===== src/hdl/arpct_ram.sv =====
`default_nettype none

module arpct_ram #(
    parameter int WIDTH = 8,
    parameter int DEPTH = 32
) (
    input  wire logic                     clk,
    input  wire logic                     wr_en,
    input  wire logic [$clog2(DEPTH)-1:0] wr_addr,
    input  wire logic [WIDTH-1:0]         wr_data,
    input  wire logic                     rd_en,
    input  wire logic [$clog2(DEPTH)-1:0] rd_addr,
    output logic      [WIDTH-1:0]         rd_data
);

    logic [WIDTH-1:0] mem [DEPTH];
    logic [WIDTH-1:0] rd_data_reg;

    // One write port, one registered read port
    always_ff @(posedge clk)
    begin
        if (wr_en)
        begin
            mem[wr_addr] <= wr_data;
        end
        if (rd_en)
        begin
            rd_data_reg <= mem[rd_addr];
        end
    end

    assign rd_data = rd_data_reg;

endmodule

`default_nettype wire


===== config.mk =====
export PLATFORM = sky130hd
export DESIGN_NAME = arpct_ram
export DESIGN_NICKNAME = d
export VERILOG_FILES = /design/src/hdl/arpct_ram.sv
export SDC_FILE = /design/constraint.sdc
export NUM_CORES = 1
export LEC_CHECK = 0
export BUFFER_PORTS_ARGS = -buffer_cell sky130_fd_sc_hd__buf_2
export CAP_MARGIN = 20
export CORE_ASPECT_RATIO = 1.5
export CORE_MARGIN = 2
export CORE_UTILIZATION = 35
export CTS_BUF_LIST = sky130_fd_sc_hd__clkbuf_4
export DETAILED_ROUTE_END_ITERATION = 8
export HOLD_SLACK_MARGIN = 0.15
export SLEW_MARGIN = 20
export SYNTH_ARGS = -nofsm -noshare
export SYNTH_HDL_FRONTEND = slang
export SYNTH_SLANG_ARGS = --single-unit

===== constraint.sdc =====
create_clock -name clk -period 7.11 [get_ports clk]
set_input_delay 1.0665 -clock clk [delete_from_list [all_inputs] [get_ports clk]]
set_output_delay 1.0665 -clock clk [all_outputs]
set_load 0.1 [all_outputs]

==> flow_metrics.py <==
metrics = {
    "run_status": {
        "status": "complete, no violations",
    },
    "sta": {
        "finalSetupTns_ns": 0,
        "rsz0062_at_grt": "no",
        "relSlewSlack_pct": 35.53,
        "finalHoldViolations": 0,
        "slew_viol_final": 0,
        "fmax_mhz": 303.7,
        "layout_worst_path_cycle_share_pct": 46.32,
        "fin_skew_ns": 0.01748,
        "worst_pin_slew_ns": 0.9670,
        "setup_viol": 0,
        "fin_crit_ns": 3.293,
    },
    "layout": {
        "fin_nets": 506,
        "n_fill_cell": 2541,
        "drive_gt1_share_pct": 38.93,
        "area_growth_pct": 11.92,
        "largest_register_ffs": 256,
    },
    "setup_path": {
        "path_class": "input port to flip-flop",
        "crit_required_ns": 7.54,
        "rrSetupSlack_ns": 5.17,
        "worstRegToRegCells": 3,
        "worst_setup_path_start_kind": "input port",
        "rr_startpoint": "mem[21][5]",
        "cp_max_fo": 33,
        "worstSetupEndpointType": "flip-flop",
        "critPathArrivalTime_ns": 3.72,
        "r2r_end": "rd_data[5]",
    },
    "yosys": {
        "yosysUniqueCellTypes": 14,
        "yosysSeqAreaShare_pct": 78.23,
        "syn_area_um2": 10130,
        "syn-num-nets": 438,
        "syn_inst": 417,
        "ys_warn_count": 0,
        "syn_area_per_cell_um2": 24.30,
        "ys_ff_latch": 264,
    },
    "global_routing": {
        "antenna_found_initial": 1,
        "grt.overflow.total": 0,
        "grt_first_pass_wirelength_um": 30090,
        "grtUsageTotal_pct": 13.65,
        "first_global_vias": 4875,
        "grt_max_degree": 65,
    },
    "power_and_ir_drop": {
        "ir_drop_mv": 0.09742,
        "power.total_mw": 2.979,
        "power_density_nw_per_um2": 262.7,
        "p_leak_nw": 3.500,
    },
    "clock_tree": {
        "cts_buffers": 56,
        "cts_tree": "built",
        "post_cts_buffers": 0,
        "cts_resized": 0,
        "htreeDepth": 2,
        "clock_path_buffers": 3,
        "hold_buffers": 0,
        "clkSinkCount": 264,
        "worstSkewPairLatency_ns": 0.68,
        "cts.clk_slew.worst_paths_ns": 0.07,
        "cts_root_buf": "clkbuf_4",
    },
    "worst_hold_path": {
        "min_from": "rd_en",
        "hold_path_end": "rd_data[7]",
        "whs_path_depth": 1,
        "hp-class": "input port to flip-flop",
    },
    "detailed_routing": {
        "viasPerCell": 4.890,
        "firstDrtPassIters": 4,
        "wl_um": 19960,
        "vias": 4479,
        "first_iter_violations": 461,
        "wire_per_inst_um": 21.79,
        "ant_nets": 0,
        "drc_errors": 0,
    },
    "die": {
        "die_h_um": 212.4,
        "die_x_um": 142.9,
        "coreArea_um2": 28620,
        "pin_count": 29,
        "row_count": 76,
        "initial_core_util_pct": 35.40,
        "dieArea_um2": 30360,
    },
    "placement": {
        "hpwl_um": 12710,
        "portBuffers": 28,
        "gp_congestion": 0.7332,
    },
    "job": {
        "drv_cap": 0,
    },
}
-- cells in the mapped netlist --
master	count	area [µm²]
or3_1	1	6.260
nand3b_1	5	37.54
buf_1	6	22.52
nand2_1	1	3.750
nand3_1	2	10.01
buf_6	1	11.26
mux2_2	8	90.09
buf_2	1	5.000
clkbuf_1	6	22.52
edfxtp_1	264	7928
or3b_2	3	26.28
nor2_1	33	123.9
buf_4	6	45.04
mux4_2	80	1802
-- worst max-delay path by stage --
stage                          start         end  slack [ns]
final                     rd_addr[0]  rd_data[5]        3.82
after global routing      rd_addr[0]  rd_data[5]        3.67
after CTS                 rd_addr[0]  rd_data[5]        3.77
after detailed placement  rd_addr[0]  rd_data[5]        3.04
after global placement    rd_addr[0]  rd_data[5]        3.03
after floorplan           rd_addr[2]  rd_data[0]        4.10
-- cell usage in the layout, fill, tap and decap left out --
| cell type | n |
|---|---|
| edfxtp_1 | 264 |
| mux4_2 | 80 |
| clkbuf_4 | 79 |
| nor2_1 | 33 |
| buf_2 | 27 |
| clkinv_1 | 14 |
| mux2_2 | 8 |
| nand3b_1 | 5 |
| or3b_2 | 3 |
| buf_4 | 3 |
| diode_2 | 2 |
| nand3_1 | 2 |
| inv_2 | 2 |
| clkinv_2 | 2 |
| nand2_1 | 1 |
| or3_1 | 1 |
-- routing by layer --
| metal | global-route usage, % | vias to the layer above | part of all wire [%] |
|---|---|---|---|
| li1 | - | 1961 | - |
| met1 | 15.54 | 2356 | 37 |
| met2 | 24.48 | 115 | 55 |
| met3 | 2.703 | 47 | 4.5 |
| met4 | 6.384 | 0 | 3.4 |
| met5 | 0 | - | 0 |
-- worst max-delay path, stage by stage --
cell	delay, ns
buf_4	0.51
buf_4	0.67
mux4_2	0.64
mux4_2	0.52
mux2_2	0.28
-- report_power, final --
group          leakage [nW]  total [mW]  internal [mW]  switching [mW]
Clock                 0.402        1.05          0.510           0.541
Sequential             2.38        1.74           1.74         0.00475
Combinational         0.714       0.187         0.0668           0.120
-- metrics by stage --
step | area [µm²] | util [%] | std cells | hold slack (ns) | setup WS (ns)
floorplan | 10130 | - | 417 | 0.9406 | 4.102
global placement | 10670 | 37.29 | 817 | 0.9792 | 3.028
detailed placement | 10670 | 37.29 | 817 | 0.9667 | 3.036
CTS | 11340 | 39.60 | 914 | 0.6908 | 3.766
global route | 11340 | 39.61 | 915 | 0.6863 | 3.670
finish | 11340 | 39.62 | 916 | 0.7399 | 3.817
-- cell type report --
cell class / count / area [µm²] / share of cell area (%)
clock inverter: 18 / 70.07 / 0.6178
antenna: 2 / 5.005 / 0.04413
timing repair buffer: 30 / 157.7 / 1.390
sequential: 264 / 7928 / 69.90
multi-input combinational: 133 / 2100 / 18.51
tap: 390 / 488.0 / 4.303
clock buffer: 79 / 593.1 / 5.229
-- cells by family (layout without fill, tap and decap cells) --
| family | after synthesis | in the layout | share of synthesized area, % |
|---|---|---|---|
| buf+inv | 20 | 127 | 1.049 |
| flops | 264 | 264 | 78.23 |
| mux | 88 | 88 | 18.67 |
| other cells | 0 | 2 | 0 |
| simple gates | 45 | 45 | 2.050 |
Power figures use the tool's default switching activity.
