[src/hdl/arpct_pkg.sv]
`default_nettype none

package arpct_pkg;

    // Table geometry and register reset
    localparam int          ENTRIES_DEF     = 32;
    localparam int          AGE_W           = 25;
    localparam int          LIMIT_W         = 24;
    localparam int          ELAPSED_W       = 16;
    localparam int          IP_W            = 32;
    localparam int          MAC_W           = 48;
    localparam logic [LIMIT_W-1:0] AGE_LIMIT_RESET = LIMIT_W'(20 * 60 * 60);

    // Item kinds
    typedef enum logic [1:0] {
        KIND_INSERT = 2'd0,
        KIND_LOOKUP = 2'd1,
        KIND_REMOVE = 2'd2,
        KIND_TICK   = 2'd3
    } kind_t;

    // Result codes
    typedef enum logic [1:0] {
        ST_DONE = 2'd0,
        ST_HIT  = 2'd1,
        ST_MISS = 2'd2,
        ST_FULL = 2'd3
    } status_t;

    // One table row as held in the RAM; validity lives in flops
    typedef struct packed {
        logic             stat;
        logic [IP_W-1:0]  ip;
        logic [MAC_W-1:0] mac;
        logic [AGE_W-1:0] age;
    } row_t;

    localparam int ROW_W = $bits(row_t);

    // Microcode
    localparam int PC_W = 3;

    typedef enum logic [2:0] {
        COND_NONE,
        COND_NO_ITEM,
        COND_SKIP,
        COND_SCAN_BUSY,
        COND_OUT_BLOCKED
    } cond_t;

    typedef struct packed {
        logic            take;
        logic            scan_init;
        logic            scan_step;
        logic            commit;
        logic            respond;
        logic            ret;
        cond_t           cond;
        logic [PC_W-1:0] target;
    } ctrl_t;

    // Condition inputs from the datapath
    typedef struct packed {
        logic no_item;
        logic skip;
        logic scan_busy;
        logic out_blocked;
    } flags_t;

    localparam logic [PC_W-1:0] PC_IDLE    = PC_W'(0);
    localparam logic [PC_W-1:0] PC_INIT    = PC_W'(1);
    localparam logic [PC_W-1:0] PC_SCAN    = PC_W'(2);
    localparam logic [PC_W-1:0] PC_COMMIT  = PC_W'(3);
    localparam logic [PC_W-1:0] PC_RESPOND = PC_W'(4);

    // Control store
    function automatic ctrl_t ucode_rom(input logic [PC_W-1:0] pc);
        ctrl_t w;
        w = '{take: 1'b0, scan_init: 1'b0, scan_step: 1'b0, commit: 1'b0,
              respond: 1'b0, ret: 1'b0, cond: COND_NONE, target: PC_IDLE};
        case (pc)
            PC_IDLE:
            begin
                w.take   = 1'b1;
                w.cond   = COND_NO_ITEM;
                w.target = PC_IDLE;
            end
            PC_INIT:
            begin
                w.scan_init = 1'b1;
                w.cond      = COND_SKIP;
                w.target    = PC_RESPOND;
            end
            PC_SCAN:
            begin
                w.scan_step = 1'b1;
                w.cond      = COND_SCAN_BUSY;
                w.target    = PC_SCAN;
            end
            PC_COMMIT:
            begin
                w.commit = 1'b1;
            end
            PC_RESPOND:
            begin
                w.respond = 1'b1;
                w.ret     = 1'b1;
                w.cond    = COND_OUT_BLOCKED;
                w.target  = PC_RESPOND;
            end
            default:
            begin
                w.ret = 1'b1;
            end
        endcase
        return w;
    endfunction

endpackage

`default_nettype wire

[src/hdl/arpct_seq.sv]
`default_nettype none

module arpct_seq
    import arpct_pkg::*;
(
    input  wire logic   clk,
    input  wire logic   rst_n,
    input  wire flags_t flags,
    output ctrl_t       ctrl
);

    logic [PC_W-1:0] pc_reg;
    logic [PC_W-1:0] pc_next;
    logic            jump;

    assign ctrl = ucode_rom(pc_reg);

    // Condition select
    always_comb
    begin
        case (ctrl.cond)
            COND_NONE:        jump = 1'b0;
            COND_NO_ITEM:     jump = flags.no_item;
            COND_SKIP:        jump = flags.skip;
            COND_SCAN_BUSY:   jump = flags.scan_busy;
            COND_OUT_BLOCKED: jump = flags.out_blocked;
            default:          jump = 1'b0;
        endcase
    end

    // Next step
    always_comb
    begin
        if (jump)
        begin
            pc_next = ctrl.target;
        end
        else if (ctrl.ret)
        begin
            pc_next = PC_IDLE;
        end
        else
        begin
            pc_next = pc_reg + PC_W'(1);
        end
    end

    always_ff @(posedge clk or negedge rst_n)
    begin
        if (!rst_n)
        begin
            pc_reg <= PC_IDLE;
        end
        else
        begin
            pc_reg <= pc_next;
        end
    end

endmodule

`default_nettype wire

[config.mk]
export PLATFORM = sky130hd
export DESIGN_NAME = arpct_seq
export DESIGN_NICKNAME = d
export VERILOG_FILES = /design/src/hdl/arpct_pkg.sv /design/src/hdl/arpct_seq.sv
export SDC_FILE = /design/constraint.sdc
export NUM_CORES = 1
export LEC_CHECK = 0
export BUFFER_PORTS_ARGS = -buffer_cell sky130_fd_sc_hd__buf_2
export CORE_AREA = 2 2 39 41
export DETAILED_ROUTE_END_ITERATION = 16
export DIE_AREA = 0 0 41 43
export GPL_TIMING_DRIVEN = 0
export PLACE_DENSITY = 0.59
export SLEW_MARGIN = 15
export SYNTH_ARGS = -nofsm -noshare
export SYNTH_HDL_FRONTEND = slang
export SYNTH_SLANG_ARGS = --single-unit
export TNS_END_PERCENT = 1
[constraint.sdc]
create_clock -name clk -period 3.4 [get_ports clk]
set_input_delay 0.51 -clock clk [delete_from_list [all_inputs] [get_ports clk]]
set_output_delay 0.51 -clock clk [all_outputs]
set_load 0.05 [all_outputs]
==> results of run 1 <==
==> per-layer routing <==
metal | vias up | wire, um | global-route usage
met1 | 128 | 353 | 0.130
met5 | - | 0 | 0
met2 | 13 | 293 | 0.128
met4 | 0 | 0 | 0.0600
li1 | 156 | - | -
met3 | 0 | 42 | 0.0157
==> through the flow <==
step / instance area (um^2) / cells / utilization / setup slack, ns / hold slack [ns]
floorplan: 354 / 37 / - / 1.09 / 0.214
global placement: 454 / 69 / 0.328 / 1.41 / 0.306
detailed placement: 454 / 69 / 0.328 / 1.40 / 0.307
CTS: 480 / 73 / 0.347 / 1.15 / 0.0612
global route: 480 / 73 / 0.347 / 1.10 / 0.0512
finish: 480 / 73 / 0.347 / 1.16 / 0.0652
==> cells in the final DEF, fill, tap and decap left out, drive strengths merged <==
cell type  instances
nor3               2
a21oi              1
ha                 5
o21bai             1
mux2               2
inv                5
o21ai              1
buf               19
o21ba              1
conb               1
dfrtp              3
and2b              1
and2               3
nor2               1
clkbuf             4
a31o               1
nand2              1
or2                1
nor2b              3
a221oi             1
==> area by class of cell <==
| cell class | instances | area, um^2 |
|---|---|---|
| Fill cell | 156 | 903 |
| Clock buffer | 4 | 26.3 |
| Sequential cell | 3 | 75.1 |
| Buffer | 3 | 26.3 |
| Inverter | 5 | 18.8 |
| Multi-Input combinational cell | 26 | 234 |
| Timing Repair Buffer | 16 | 80.1 |
| Tap cell | 16 | 20.0 |
==> worst max-delay path, stage by stage (launching register included) <==
cell	delay, ns
dfrtp_1	0.45
inv_1	0.09
ha_1	0.24
and2_1	0.21
or2_2	0.29
buf_2	0.22
==> cells by family (layout without fill, tap and decap cells) <==
logic type	after synthesis	in the layout	share of synthesized area
AO/OA/AOI/OAI	6	6	0.187
adder cells (fa/ha/maj)	5	5	0.177
buffers and inverters	8	28	0.127
flip-flops	3	3	0.212
multiplexers	2	2	0.0848
other	1	1	0.0106
AND/OR/NAND/NOR	12	12	0.201
==> worst paths after layout <==
kind	start	to	depth (start not counted)
max in group asynchronous	rst_n	pc_reg[0]	1
setup reg to reg	pc_reg[0]	pc_reg[1]	6
setup / recovery	pc_reg[0]	ctrl[2]	5
hold / removal	rst_n	pc_reg[1]	1
hold reg to reg	pc_reg[0]	pc_reg[0]	1
min in group clk	pc_reg[0]	pc_reg[0]	1
==> out/results.tsv, run 1 <==
stage	metric	value	unit
run_status	status	finished clean	
clock_network	Worst-Skew Late Latency	0.23	ns
final_layout	Synth-to-Final Area Change	35.7	%
flow_run	MaxCap Viol Count	0	
timing	FMAX	446	MHz
clock_network	clock buffer depth	2	
clock_network	CTS Sinks	3	
clock_network	post-CTS setup buffer count	0	
placed_design	I/O Buffers	16	
worst_setup_path	startpoint types	flip-flop	
die	core area	1380	um^2
clock_network	TritonCTS Buffers	3	
yosys	post-synthesis cell area	354	um^2
global_route	total track usage	0.0938	
worst_setup_path	Setup CP Type	reg2out	
yosys	Most used DFF post-synth	dfrtp_1	
worst_setup_path	crit path DAT	1.73	ns
yosys	Seq/Total Area, Yosys	0.212	
timing	crit share post-route	0.659	
timing	Clock Skews	0.00161	ns
yosys	Synth Net Count	48	
placed_design	GPL Wtd Cong	0.746	
yosys	Yosys top cell area share	0.212	
yosys	ys async rst share	1.00	
clock_network	CTS root buffer	clkbuf_4	
global_route	antenna violations before repair	0	
yosys	most frequent cells after synthesis	ha_1, inv_1, and2_1, dfrtp_1, nor2b_1	
detailed_routing	post-route ant nets	0	
worst_setup_path	Critical Path RT	2.89	ns
global_route	overflow left after global routing	0	
yosys	Post-synth EDFFs	0	
die	Die X	41	um
yosys	Synth area leader	dfrtp_1	
detailed_routing	DR pass1 iterations	1	
detailed_routing	drt total wl	688	um
die	Initial Util	0.256	
worst_setup_path	Crit Path Max Fanout	6	
global_route	largest net degree at the start of global routing	11	
global_route	global-route wire length before repair	1.11	mm
clock_network	clk slew on worst S/H paths	0.04	ns
die	I/O pins	18	
yosys	Yosys warning total	0	
timing	final setup vio count	0	
timing	Final Critical Period	2.24	ns
timing	RSZ-0062 raised after global routing	false	
detailed_routing	DRC	0	
timing	final hold violation count	0	
yosys	Syn Area/Cell	9.57	um^2
worst_setup_path	Reg2Reg Setup Slack	1.50	ns
global_route	number of global-route vias before repair	271	
yosys	cells after synthesis	37	
die	die height	43	um
clock_network	CTS hold repair buffers	0	
clock_network	CTS tree	built	
final_layout	max FFs per register	3	
yosys	top cells by area, synth	dfrtp_1, ha_1, mux2_4, and2_1, inv_1	
final_layout	Antenna diodes	0	
die	# rows	14	
final_layout	layout cells sized above 1	0.509	
detailed_routing	drt wl/cell	9.42	um
detailed_routing	starting DRC count in detailed routing	0	
placed_design	HPWL Detailed	548	um
detailed_routing	DR vias	297	
die	DIE AREA	1760	um^2
timing	fin. max-slew vios	0	
final_layout	fin nets	69	
detailed_routing	vias per inst	4.07	
yosys	post-synthesis cell type count	20	
worst_setup_path	CP Capture Type	output port	
timing	Setup TNS	0	ns
yosys	#FFs+latches synth	3	
worst_hold_path	Hold Crit Class	in2async	
clock_network	# resized after CTS	0	
clock_network	H-tree depth	1	
Power of run 1 is left out: the tool's default activity adds up to more than one toggle a clock period on the data nets, which glitch-free logic cannot reach.
==> run 2, diff against run 1 <==
==> constraint.sdc (replaced) <==
create_clock -name clk -period 2.4 [get_ports clk]
set_input_delay 0.36 -clock clk [delete_from_list [all_inputs] [get_ports clk]]
set_output_delay 0.36 -clock clk [all_outputs]
set_load 0.05 [all_outputs]
==> out/results.tsv, run 2 (synthesized netlist as in run 1, its figures left out) <==
stage	metric	value	unit	change
run_status	status	finished clean		
placed_design	HPWL Detailed	548	um	unchanged
clock_network	H-tree depth	1		unchanged
worst_setup_path	Critical Path RT	2.04	ns	-0.85 ns
timing	fin. max-slew vios	0		unchanged
clock_network	Worst-Skew Late Latency	0.23	ns	about the same
worst_setup_path	critical path launch point	pc_reg[0]		
timing	Final Critical Period	2.09	ns	
flow_run	MaxCap Viol Count	0		unchanged
global_route	overflow left after global routing	0		unchanged
worst_setup_path	Crit Path Max Fanout	6		unchanged
final_layout	commonest non-fill, non-tap cell in the layout	buf_2		
die	Die X	41	um	unchanged
detailed_routing	DR pass1 iterations	3		+2
timing	Setup TNS	0	ns	unchanged
detailed_routing	vias per inst	4.12		+1.3%
timing	crit share post-route	0.872		
final_layout	Antenna diodes	0		unchanged
worst_setup_path	crit path DAT	1.73	ns	about the same
clock_network	clock buffer depth	2		unchanged
die	core area	1380	um^2	unchanged
worst_setup_path	worst r2r path cells	6		unchanged
timing	Clock Skews	0.00141	ns	-0.000200 ns
worst_setup_path	terminus of the critical flop-to-flop path	pc_reg[1]		
clock_network	CTS Sinks	3		unchanged
worst_setup_path	startpoint types	flip-flop		
worst_hold_path	Hold Crit Class	in2async		
worst_setup_path	Critical Path Sink	ctrl[2]		
final_layout	sequential cell area	75.1	um^2	unchanged
global_route	number of global-route vias before repair	271		unchanged
clock_network	CTS tree	built		
detailed_routing	DRC	0		unchanged
timing	final hold violation count	0		unchanged
global_route	total track usage	0.0938		unchanged
global_route	global-route wire length before repair	1.11	mm	unchanged
worst_setup_path	Reg2Reg Setup Slack	0.50	ns	-1.00 ns
placed_design	Cells after DPL	69		unchanged
clock_network	clk slew on worst S/H paths	0.04	ns	about the same
die	DIE AREA	1760	um^2	unchanged
clock_network	post-CTS setup buffer count	0		unchanged
timing	FMAX	478	MHz	
final_layout	fin nets	70		+1.4%
die	die height	43	um	unchanged
worst_setup_path	RR Startpoint	pc_reg[0]		
clock_network	# resized after CTS	0		unchanged
global_route	antenna violations before repair	0		unchanged
detailed_routing	drt wl/cell	9.31	um	-1.2%
die	# rows	14		unchanged
global_route	largest net degree at the start of global routing	11		unchanged
detailed_routing	post-route ant nets	0		unchanged
final_layout	Synth-to-Final Area Change	38.5	%	
timing	RSZ-0062 raised after global routing	false		
final_layout	Non-Filler Instances	74		+1.4%
final_layout	layout cells sized above 1	0.500		-0.00877
die	Initial Util	0.256		unchanged
final_layout	area of the multi-input gates	234	um^2	unchanged
detailed_routing	DR vias	305		+2.7%
final_layout	fill count	155		-0.64%
detailed_routing	drt total wl	689	um	+0.15%
placed_design	I/O Buffers	16		unchanged
worst_setup_path	Setup CP Type	reg2out		
placed_design	GPL Wtd Cong	0.746		unchanged
die	I/O pins	18		unchanged
clock_network	CTS root buffer	clkbuf_4		
final_layout	max FFs per register	3		unchanged
detailed_routing	starting DRC count in detailed routing	3		+3
timing	final setup vio count	0		unchanged
worst_setup_path	CP Capture Type	output port		
clock_network	TritonCTS Buffers	3		unchanged
final_layout	commonest cells after routing, fill and taps aside	buf_2, inv_1, ha_1		
-- run 2: changes by cell type in the layout (fill, tap and decap cells not counted), sizes merged --
cell / delta
dlygate4sd3: +1
-- run 2: what timing repair did --
| item | in CTS | in global routing |
|---|---|---|
| setup endpoints to repair | 0 | 0 |
| hold endpoints to repair | 3 | 0 |
| hold buffers | 1 | 0 |
-- run 2: how the worst min path moves through the flow --
stage / to / start / cells past startpoint / slack [ns]
2_1_floorplan: pc_reg[0] / rst_n / 0 / 0.06
3_3_place_gp: pc_reg[0] / rst_n / 1 / 0.16
3_5_place_dp: pc_reg[0] / rst_n / 1 / 0.16
4_1_cts: pc_reg[1] / rst_n / 2 / 0.45
5_1_grt: pc_reg[1] / rst_n / 2 / 0.45
6_report: pc_reg[1] / rst_n / 2 / 0.45
-- run 2: through the flow --
step                hold WS, ns  area [um^2]   util  worst slack, ns
floorplan                0.0644          354      -            0.243
global placement          0.156          454  0.328            0.526
detailed placement        0.157          454  0.328            0.516
CTS                       0.448          490  0.354            0.300
global route              0.445          490  0.354            0.247
finish                    0.447          490  0.354            0.308
-- run 2: per-layer routing --
metal  up-vias  global-route usage  share of wire
li1        159                   -              -
met1       129               0.130           0.50
met2        15               0.128           0.42
met3         2              0.0157          0.065
met4         0              0.0600          0.019
met5         -                   0              0
-- run 2: cell type report --
class / count / share of cell area
inverters: 5 / 0.0383
clock buffers: 4 / 0.0536
repair buffers: 17 / 0.184
plain buffers: 3 / 0.0536
flip-flops and latches: 3 / 0.153
well taps: 16 / 0.0408
multi-input cells: 26 / 0.477
-- run 2: worst max-delay path, cell delays in order (launching register included) --
cell     delay (ns)
dfrtp_1        0.45
inv_1          0.09
ha_1           0.24
and2_1         0.21
or2_2          0.29
buf_2          0.22
Power of run 2 is left out for the same reason.
==> run 3, diff against run 2 <==
--- a/config.mk
+++ b/config.mk
@@ -5,12 +5,13 @@
 export SDC_FILE = /design/constraint.sdc
 export NUM_CORES = 1
 export LEC_CHECK = 0
-export BUFFER_PORTS_ARGS = -buffer_cell sky130_fd_sc_hd__buf_2
+export CAP_MARGIN = 20
 export CORE_AREA = 2 2 39 41
 export DETAILED_ROUTE_END_ITERATION = 16
 export DIE_AREA = 0 0 41 43
+export DONT_BUFFER_PORTS = 1
 export GPL_TIMING_DRIVEN = 0
-export PLACE_DENSITY = 0.59
+export PLACE_DENSITY = 0.47
 export SLEW_MARGIN = 15
 export SYNTH_ARGS = -nofsm -noshare
 export SYNTH_HDL_FRONTEND = slang
==> out/results.tsv, run 3 (synthesized netlist as in run 1, its figures left out) <==
stage	metric	value	unit	change
detailed_routing	DRC	0		unchanged
clock_network	TritonCTS Buffers	3		unchanged
clock_network	CTS tree	built		
die	# rows	14		unchanged
global_route	GRT Max-Usage Layer	met1		
worst_setup_path	CP Capture Type	output port		
global_route	met2 GRT Util	0.128		unchanged
final_layout	max FFs per register	3		unchanged
final_layout	Antenna diodes	0		unchanged
worst_setup_path	RR Startpoint	pc_reg[0]		
worst_setup_path	CP max stage delay	0.52	ns	+0.07 ns
timing	Setup TNS	0	ns	unchanged
die	core area	1380	um^2	unchanged
worst_hold_path	Hold Path Stages	3		
detailed_routing	drt total wl	713	um	+3.5%
flow_run	MaxCap Viol Count	0		unchanged
worst_setup_path	Crit path depth	4		-1
timing	Clock Skews	0.00570	ns	+0.00429 ns
final_layout	Synth-to-Final Area Change	16.6	%	
die	Die X	41	um	unchanged
detailed_routing	post-route ant nets	0		unchanged
worst_hold_path	Min-Delay Startpoint	flags[1]		
die	Initial Util	0.256		unchanged
final_layout	fin nets	54		-23%
die	DIE AREA	1760	um^2	unchanged
worst_hold_path	Hold Crit Class	in2reg		
detailed_routing	starting DRC count in detailed routing	3		unchanged
worst_setup_path	Reg2Reg Setup Slack	0.23	ns	-0.27 ns
detailed_routing	drt wl/cell	12.3	um	+32%
clock_network	Worst-Skew Late Latency	0.24	ns	about the same
global_route	antenna violations before repair	0		unchanged
clock_network	clock buffer depth	2		unchanged
clock_network	CTS Sinks	3		unchanged
placed_design	I/O Buffers	0		-16
worst_setup_path	crit-path cells	inv_1 -> ha_1 -> and2_1 -> or2_2		
detailed_routing	DR vias	249		-18%
clock_network	post-CTS setup buffer count	0		unchanged
timing	FMAX	436	MHz	-8.7%
run_status	status	finished clean		
global_route	largest net degree at the start of global routing	11		unchanged
global_route	met3 Usage GRT	0.0471		+0.0314
final_layout	layout cells sized above 1	0.333		-0.167
timing	RSZ-0062 raised after global routing	false		
clock_network	clk slew on worst S/H paths	0.04	ns	about the same
worst_setup_path	Crit Path Max Fanout	6		unchanged
placed_design	GPL Wtd Cong	0.709		-5.0%
timing	crit share post-route	0.955		+0.0834
global_route	GR Util met1	0.139		+0.00842
timing	final hold violation count	0		unchanged
worst_setup_path	worst r2r path cells	6		unchanged
worst_setup_path	crit path DAT	1.93	ns	+0.20 ns
detailed_routing	vias per inst	4.29		+4.2%
detailed_routing	DR pass1 iterations	2		-1
global_route	number of global-route vias before repair	268		-1.1%
die	I/O pins	18		unchanged
timing	fin. max-slew vios	0		unchanged
die	die height	43	um	unchanged
worst_setup_path	startpoint types	flip-flop		
clock_network	H-tree depth	1		unchanged
clock_network	CTS root buffer	clkbuf_4		
global_route	total track usage	0.0965		+0.00273
final_layout	fill count	159		+2.6%
worst_setup_path	slowest CP cell	and2_1		
final_layout	commonest cells after routing, fill and taps aside	inv_1, ha_1, and2_1, clkbuf_4, dfrtp_1		
global_route	global-route wire length before repair	1.17	mm	+5.0%
timing	headroom to the max-slew limit	0.387		
global_route	overflow left after global routing	0		unchanged
timing	Final Critical Period	2.29	ns	+0.200 ns
worst_setup_path	WP buf/inv	1		-1
worst_setup_path	Critical Path RT	2.04	ns	about the same
timing	Worst-Margin Slew	0.918	ns	
worst_setup_path	Crit path max-delay family	simple AND/OR/NAND/NOR gates		
worst_setup_path	terminus of the critical flop-to-flop path	pc_reg[1]		
timing	final setup vio count	0		unchanged
worst_hold_path	hold worst-path end	pc_reg[0]		
worst_setup_path	Setup CP Type	reg2out		
## run 3: layer usage
| metal | routed length, um | part of all wire |
|---|---|---|
| met1 | 336 | 0.47 |
| met2 | 320 | 0.45 |
| met4 | 0 | 0 |
| met5 | 0 | 0 |
| met3 | 56 | 0.079 |
## run 3: timing repair
action	in CTS	in global routing
endpoints found under the hold margin	3	0
gates resized for setup	1	0
hold buffers	1	0
setup endpoints to repair	1	0
## run 3: worst reg2reg max path, delay by kind of cell (launching register included)
kind,cells,cell delay [ns]
compound gates,2,0.58
flops,1,0.46
simple gates,1,0.37
mux,1,0.29
fa+ha+maj,1,0.24
buf+inv,1,0.11
## run 3: how the worst max path moves through the flow
| stage | slack (ns) | to | startpoint |
|---|---|---|---|
| 6_report | 0.11 | ctrl[2] | pc_reg[0] |
| 5_1_grt | 0.03 | ctrl[2] | pc_reg[0] |
| 4_1_cts | 0.11 | ctrl[2] | pc_reg[0] |
| 3_5_place_dp | 0.12 | ctrl[2] | pc_reg[1] |
| 3_3_place_gp | 0.1 | ctrl[2] | pc_reg[0] |
| 2_1_floorplan | 0.24 | ctrl[2] | pc_reg[1] |
## run 3: area by class of cell
cell class,count,area [um^2],area share
multi-input combinational,26,236,0.573
buffer,3,26.3,0.0636
tap,16,20.0,0.0485
timing repair buffer,1,10.0,0.0242
inverter,5,18.8,0.0455
clock buffer,4,26.3,0.0636
sequential,3,75.1,0.182
## run 3: stage by stage
step | std cells | setup WS, ns | area (um^2) | util | hold WS (ns)
global route | 58 | 0.0256 | 413 | 0.298 | 0.390
global placement | 53 | 0.0951 | 374 | 0.270 | 0.0645
floorplan | 37 | 0.243 | 354 | - | 0.0644
CTS | 58 | 0.112 | 413 | 0.298 | 0.338
detailed placement | 53 | 0.124 | 374 | 0.270 | 0.0645
finish | 58 | 0.108 | 413 | 0.298 | 0.338
Power of run 3 is left out for the same reason.
